### src/rtl/core/lrs_pkg.sv
`default_nettype none
// ----------------------------------------------------------------------------
// lrs_pkg: shared types and constants of the radix record sorter
// Item layouts for both channels, the stored entry layout, the control
// bundle of the digit count unit and the divide-by-ten helper.
// ----------------------------------------------------------------------------
package lrs_pkg;

   localparam int LRS_CAPACITY = 64;
   localparam int KEY_BITS     = 16;
   localparam int PAYLOAD_BITS = 32;
   localparam int RADIX        = 10;
   localparam int DIGIT_W      = 4;

   // x / 10 == (x * 52429) >> 19 holds exactly for every 16-bit x.
   localparam int DIV10_MUL   = 52429;
   localparam int DIV10_SHIFT = 19;

   typedef struct packed {
      logic [KEY_BITS-1:0]     key_in;
      logic [PAYLOAD_BITS-1:0] payload_in;
      logic                    last_in;
   } req_item_type;

   typedef struct packed {
      logic [KEY_BITS-1:0]     key_out;
      logic [PAYLOAD_BITS-1:0] payload_out;
      logic                    last_out;
      logic                    overflow;
   } rsp_item_type;

   // One stored record plus the key quotient left for the digits still to come.
   typedef struct packed {
      logic [KEY_BITS-1:0]     key;
      logic [PAYLOAD_BITS-1:0] payload;
      logic [KEY_BITS-1:0]     quo;
   } entry_type;

   typedef struct packed {
      logic               clear;
      logic               count;
      logic               prefix;
      logic               take;
      logic [DIGIT_W-1:0] digit;
   } cnt_ctrl_type;

   function automatic logic [KEY_BITS-1:0] div10(input logic [KEY_BITS-1:0] x);
      logic [2*KEY_BITS-1:0] prod;
      prod = {{KEY_BITS{1'b0}}, x} * (2*KEY_BITS)'(DIV10_MUL);
      return KEY_BITS'(prod >> DIV10_SHIFT);
   endfunction

endpackage
`default_nettype wire

### src/rtl/core/lrs_bucket_counts.sv
`default_nettype none
// ----------------------------------------------------------------------------
// lrs_bucket_counts: per-digit counters of one radix pass
// Holds the ten bucket counts, turns them into start offsets with an
// exclusive prefix sum (one bucket per cycle) and hands out scatter slots.
// ----------------------------------------------------------------------------
module lrs_bucket_counts import lrs_pkg::*; #(
   parameter int CAPACITY = LRS_CAPACITY
) (
   input  logic                             clock,
   input  logic                             reset,
   input  cnt_ctrl_type                     ctrl,
   output logic                             prefix_done,
   output logic [$clog2(CAPACITY+1)-1:0]    take_pos
);

   localparam int CNT_W = $clog2(CAPACITY+1);

   logic [CNT_W-1:0]   cnt_ff [RADIX];
   logic [CNT_W-1:0]   cnt_in [RADIX];
   logic [CNT_W-1:0]   run_ff, run_in;
   logic [DIGIT_W-1:0] pidx_ff, pidx_in;

   always_comb begin
      cnt_in  = cnt_ff;
      run_in  = run_ff;
      pidx_in = pidx_ff;
      if (ctrl.clear) begin
         for (int i = 0; i < RADIX; i++) begin
            cnt_in[i] = '0;
         end
         run_in  = '0;
         pidx_in = '0;
      end else if (ctrl.count || ctrl.take) begin
         cnt_in[ctrl.digit] = cnt_ff[ctrl.digit] + CNT_W'(1);
      end else if (ctrl.prefix) begin
         cnt_in[pidx_ff] = run_ff;
         run_in          = run_ff + cnt_ff[pidx_ff];
         pidx_in         = pidx_ff + DIGIT_W'(1);
      end
   end

   assign take_pos    = cnt_ff[ctrl.digit];
   assign prefix_done = ctrl.prefix && (pidx_ff == DIGIT_W'(RADIX-1));

   always_ff @(posedge clock) begin
      if (reset) begin
         for (int i = 0; i < RADIX; i++) begin
            cnt_ff[i] <= '0;
         end
         run_ff  <= '0;
         pidx_ff <= '0;
      end else begin
         cnt_ff  <= cnt_in;
         run_ff  <= run_in;
         pidx_ff <= pidx_in;
      end
   end

endmodule
`default_nettype wire

### config.mk
export PLATFORM = sky130hd
export DESIGN_NAME = lrs_bucket_counts
export DESIGN_NICKNAME = d
export VERILOG_FILES = /design/src/rtl/core/lrs_pkg.sv /design/src/rtl/core/lrs_bucket_counts.sv
export SDC_FILE = /design/constraint.sdc
export NUM_CORES = 1
export LEC_CHECK = 0
export ABC_AREA = 1
export BUFFER_PORTS_ARGS = -buffer_cell sky130_fd_sc_hd__buf_2
export CORE_ASPECT_RATIO = 1.2
export CORE_UTILIZATION = 35
export DETAILED_ROUTE_END_ITERATION = 6
export GPL_TIMING_DRIVEN = 0
export PLACE_DENSITY_LB_ADDON = 0.25
export REMOVE_ABC_BUFFERS = 1
export SYNTH_ARGS = -nofsm -noshare
export SYNTH_HDL_FRONTEND = slang
export SYNTH_SLANG_ARGS = --single-unit
### constraint.sdc
create_clock -name clock -period 5.3 [get_ports clock]
set_clock_uncertainty 0.15 [all_clocks]
set_input_delay 1.06 -clock clock [delete_from_list [all_inputs] [get_ports clock]]
set_output_delay 1.06 -clock clock [all_outputs]
set_load 0.005 [all_outputs]
==> run summary <==
The count of buffers inserted at the top-level ports came out at 17. Setup slack closes at 0.663 ns. The number of diodes is 0. The number of global-route vias before repair is 5356.

The synthesized area divided by synthesized cell count is 6.26 µm². Buffers inserted during clock tree synthesis total 9. The period utilization is 87.5%.

The initial DRC count is 670. The switching power of the nets came out at 0.353 mW. Of the total power, combinational logic draws 6.9%. The register clock-pin slew on the reported worst setup and hold paths is 0.06 ns. The count of flip-flops with a built-in enable after synthesis came out at 0. The standard cell area after detailed placement came out at 5700 µm².

The net switching fraction of the power is 24.4%. The number of sinks driven by the clock tree came out at 81. The worst setup path is captured at an output port. The required arrival time at the worst endpoint is 4.09 ns. The max-slew violation count came out at 0. The wire length after detailed routing is 19900 µm. Once detailed placement completed, the half-perimeter wirelength came to 13600 µm. The worst setup path is of the reg -> out kind. The final global-route overflow total is 0. The proportion of synthesized flip-flops having asynchronous set or reset is 0%. The run finished with clean final reports. The startpoint kind of the worst setup timing path is a register. The data arrival time of the worst path came out at 3.43 ns. The setup fix buffers added after clock tree synthesis is 0. During synthesis, Yosys emitted a total of 0 warnings. After routing, the total negative slack on setup checks comes to 0 ns. After layout, the minimum clock period comes to 4.64 ns.

The detailed router placed 5903 vias in this run. The placement-stage worst setup slack came out at 0.576 ns. The cell sitting at the root of the clock tree is a sky130_fd_sc_hd__clkbuf_16. The fraction of power consumed by the clock network is 50.4%. Using the TritonRoute via totals, the vias-per-cell ratio works out to 5.43. The total of cells resized after clock tree synthesis came out at 0. The area added between synthesis and finish came out at 9.98%. The share of final-layout standard cells stronger than drive strength 1 came out at 10.9%.

The prevailing post-synth register cell is sky130_fd_sc_hd__dfxtp_1. The cell area power density is 239 nW/µm². The cell count after synthesis is 881. The number of antenna violations at the first check in global routing came out at 0. The number of ports placed on the die boundary is 18. The hold violation count in the final report came to 0. After the last flow step, the layout net total stands at 901. The cell-internal power came out at 1.10 mW.

The remaining design rule violation count came out at 0. The worst hold path belongs to the class reg -> reg. The wire length of the first global-routing pass came out at 30700 µm.

The worst voltage drop across the vdd grid came out at 0.161 mV. The max-cap check violation count came out at 0. The detail route stage leaves a number of antenna-violating nets equal to 0. The netlist area before placement came out at 5510 µm². The netlist uses 40 different library cells. The worst register-to-register path begins at pidx_ff[0].

The sequential share of power is 42.7%. The transition time of the tightest slew-check pin is 1.30 ns. Final hold analysis gives a worst-case slack of 0.345 ns.

The synthesized design spends more area on one cell type than any other, namely sky130_fd_sc_hd__dfxtp_1. The starting density of the core came out at 36.3%. The count of hold buffers inserted by post-cts repair is 0. The overall die width is 117 µm. The share of the Yosys chip area taken by registers is 29.4%. The number of H-tree branching levels came out at 3. Summed over its instances, the top area cell type makes up 29.4% of the synthesized netlist area. The count of final setup violators is 0.

The worst slew margin relative to its limit is 13.1%. The vertical extent of the die came out at 139 µm. The area enclosed by the die boundary came out at 16300 µm². Timing would allow up to 0.216 GHz. The overall global routing resource usage is 25.3%. The leakage power came out at 2.18 nW. Counting flops and latches in the post-synthesis netlist gives 81. The detailed-route wire length per cell came out at 18.3 µm. sky130_fd_sc_hd__nand2_1 is the most common cell in the netlist.

TritonCTS built the clock tree. The most critical setup path has its startpoint at pidx_ff[1]. The highest fanout seen on the critical path came out at 25. Setup repair after global routing left no endpoint under its margin.

The number of standard-cell rows in the floorplan came out at 49. Ranked by instance count, the synthesized netlist is headed by sky130_fd_sc_hd__nand2_1, sky130_fd_sc_hd__o21ai_0, sky130_fd_sc_hd__nand3_1, sky130_fd_sc_hd__inv_1, sky130_fd_sc_hd__dfxtp_1. Once layout is complete, the utilization of the core stands at 39.9%. The source of the worst hold timing path is cnt_ff[65]. The placeable core region came out at 15200 µm². By area the synthesized netlist is led by sky130_fd_sc_hd__dfxtp_1, sky130_fd_sc_hd__nand2_1, sky130_fd_sc_hd__o21ai_0. The largest net degree at the start of global routing came out at 74. The number of iterations in the first detailed-routing pass came out at 5. The deepest clock path buffer count came out at 2. The area of all placed cells without fillers is 6060 µm². The worst-skew pair later-pin latency came out at 0.35 ns. Routability-driven placement finished with a final weighted congestion of 0.968.
[cells in the final DEF, fill, tap and decap left out, types with 2 or more instances in the layout]
cell type	count
sky130_fd_sc_hd__a21oi_1	73
sky130_fd_sc_hd__a21oi_2	6
sky130_fd_sc_hd__a221o_1	2
sky130_fd_sc_hd__a22oi_1	4
sky130_fd_sc_hd__a31oi_1	37
sky130_fd_sc_hd__buf_2	17
sky130_fd_sc_hd__bufinv_16	3
sky130_fd_sc_hd__clkbuf_1	2
sky130_fd_sc_hd__clkbuf_16	9
sky130_fd_sc_hd__clkinv_2	2
sky130_fd_sc_hd__dfxtp_1	81
sky130_fd_sc_hd__ha_1	11
sky130_fd_sc_hd__inv_1	83
sky130_fd_sc_hd__inv_2	16
sky130_fd_sc_hd__nand2_1	225
sky130_fd_sc_hd__nand2_2	5
sky130_fd_sc_hd__nand3_1	87
sky130_fd_sc_hd__nand3_2	8
sky130_fd_sc_hd__nand4_1	2
sky130_fd_sc_hd__nor2_1	64
sky130_fd_sc_hd__nor2_2	13
sky130_fd_sc_hd__nor2_4	2
sky130_fd_sc_hd__nor3_2	7
sky130_fd_sc_hd__o21ai_0	88
sky130_fd_sc_hd__o21ai_1	9
sky130_fd_sc_hd__o22ai_1	10
sky130_fd_sc_hd__xor2_1	3
[per-stage QoR]
stage               instances  total power [mW]
floorplan                 850             0.689
global placement         1071             0.728
detailed placement       1071             0.728
CTS                      1087              1.45
global route             1088              1.49
finish                   1088              1.45
[cells by family (layout without fill, tap and decap cells)]
| group | after synthesis | after routing | share of synthesized area (%) |
|---|---|---|---|
| xor+xnor | 5 | 5 | 0.931 |
| buf+inv | 133 | 136 | 9.76 |
| flops | 81 | 81 | 29.4 |
| fa+ha+maj | 12 | 12 | 2.86 |
| simple gates | 417 | 417 | 33.6 |
| compound gates | 233 | 233 | 23.4 |
[flip-flops by register name, summed over array words and instances (netlist names)]
| register | flops |
|---|---|
| cnt_ff | 70 |
| pidx_ff | 4 |
| run_ff | 7 |
[area by class of cell]
cell class,instances,area [µm²]
Clock inverter,5,104
Tap cell,204,255
Clock buffer,11,233
Inverter,102,389
Fill cell,1725,9140
Timing Repair Buffer,18,105
Multi-Input combinational cell,667,3360
Sequential cell,81,1620
[power by group through the flow]
stage                     logic (mW)  registers [mW]  clock network, mW
final                          0.100           0.618              0.730
after global routing           0.109           0.619              0.765
after CTS                     0.0964           0.618              0.739
after detailed placement      0.0958           0.632                  0
after global placement        0.0957           0.632                  0
after floorplan               0.0599           0.629                  0
[metal layers]
| metal | share of wire (%) | track usage, % | routed length (µm) |
|---|---|---|---|
| met1 | 44 | 34.8 | 8780 |
| met2 | 45 | 37.9 | 9010 |
| met3 | 6.0 | 3.22 | 1190 |
| met5 | 0 | 0 | 0 |
| met4 | 4.7 | 14.2 | 927 |
[worst paths after layout]
kind                 endpoint  slack (ns)  depth (start not counted)
setup / recovery  prefix_done        0.66                          7
hold / removal     cnt_ff[65]        0.34                          2
setup reg to reg    run_ff[6]        0.67                         15
hold reg to reg    cnt_ff[65]        0.34                          2
[critical path, cell delays in order (launching register included)]
cell and delay (ns):
sky130_fd_sc_hd__dfxtp_1 0.99, sky130_fd_sc_hd__clkinv_1 0.89, sky130_fd_sc_hd__ha_1 0.46, sky130_fd_sc_hd__inv_1 0.19, sky130_fd_sc_hd__nor2_1 0.18, sky130_fd_sc_hd__inv_1 0.16, sky130_fd_sc_hd__nor2_1 0.06, sky130_fd_sc_hd__buf_2 0.12
Power figures use the tool's default switching activity.
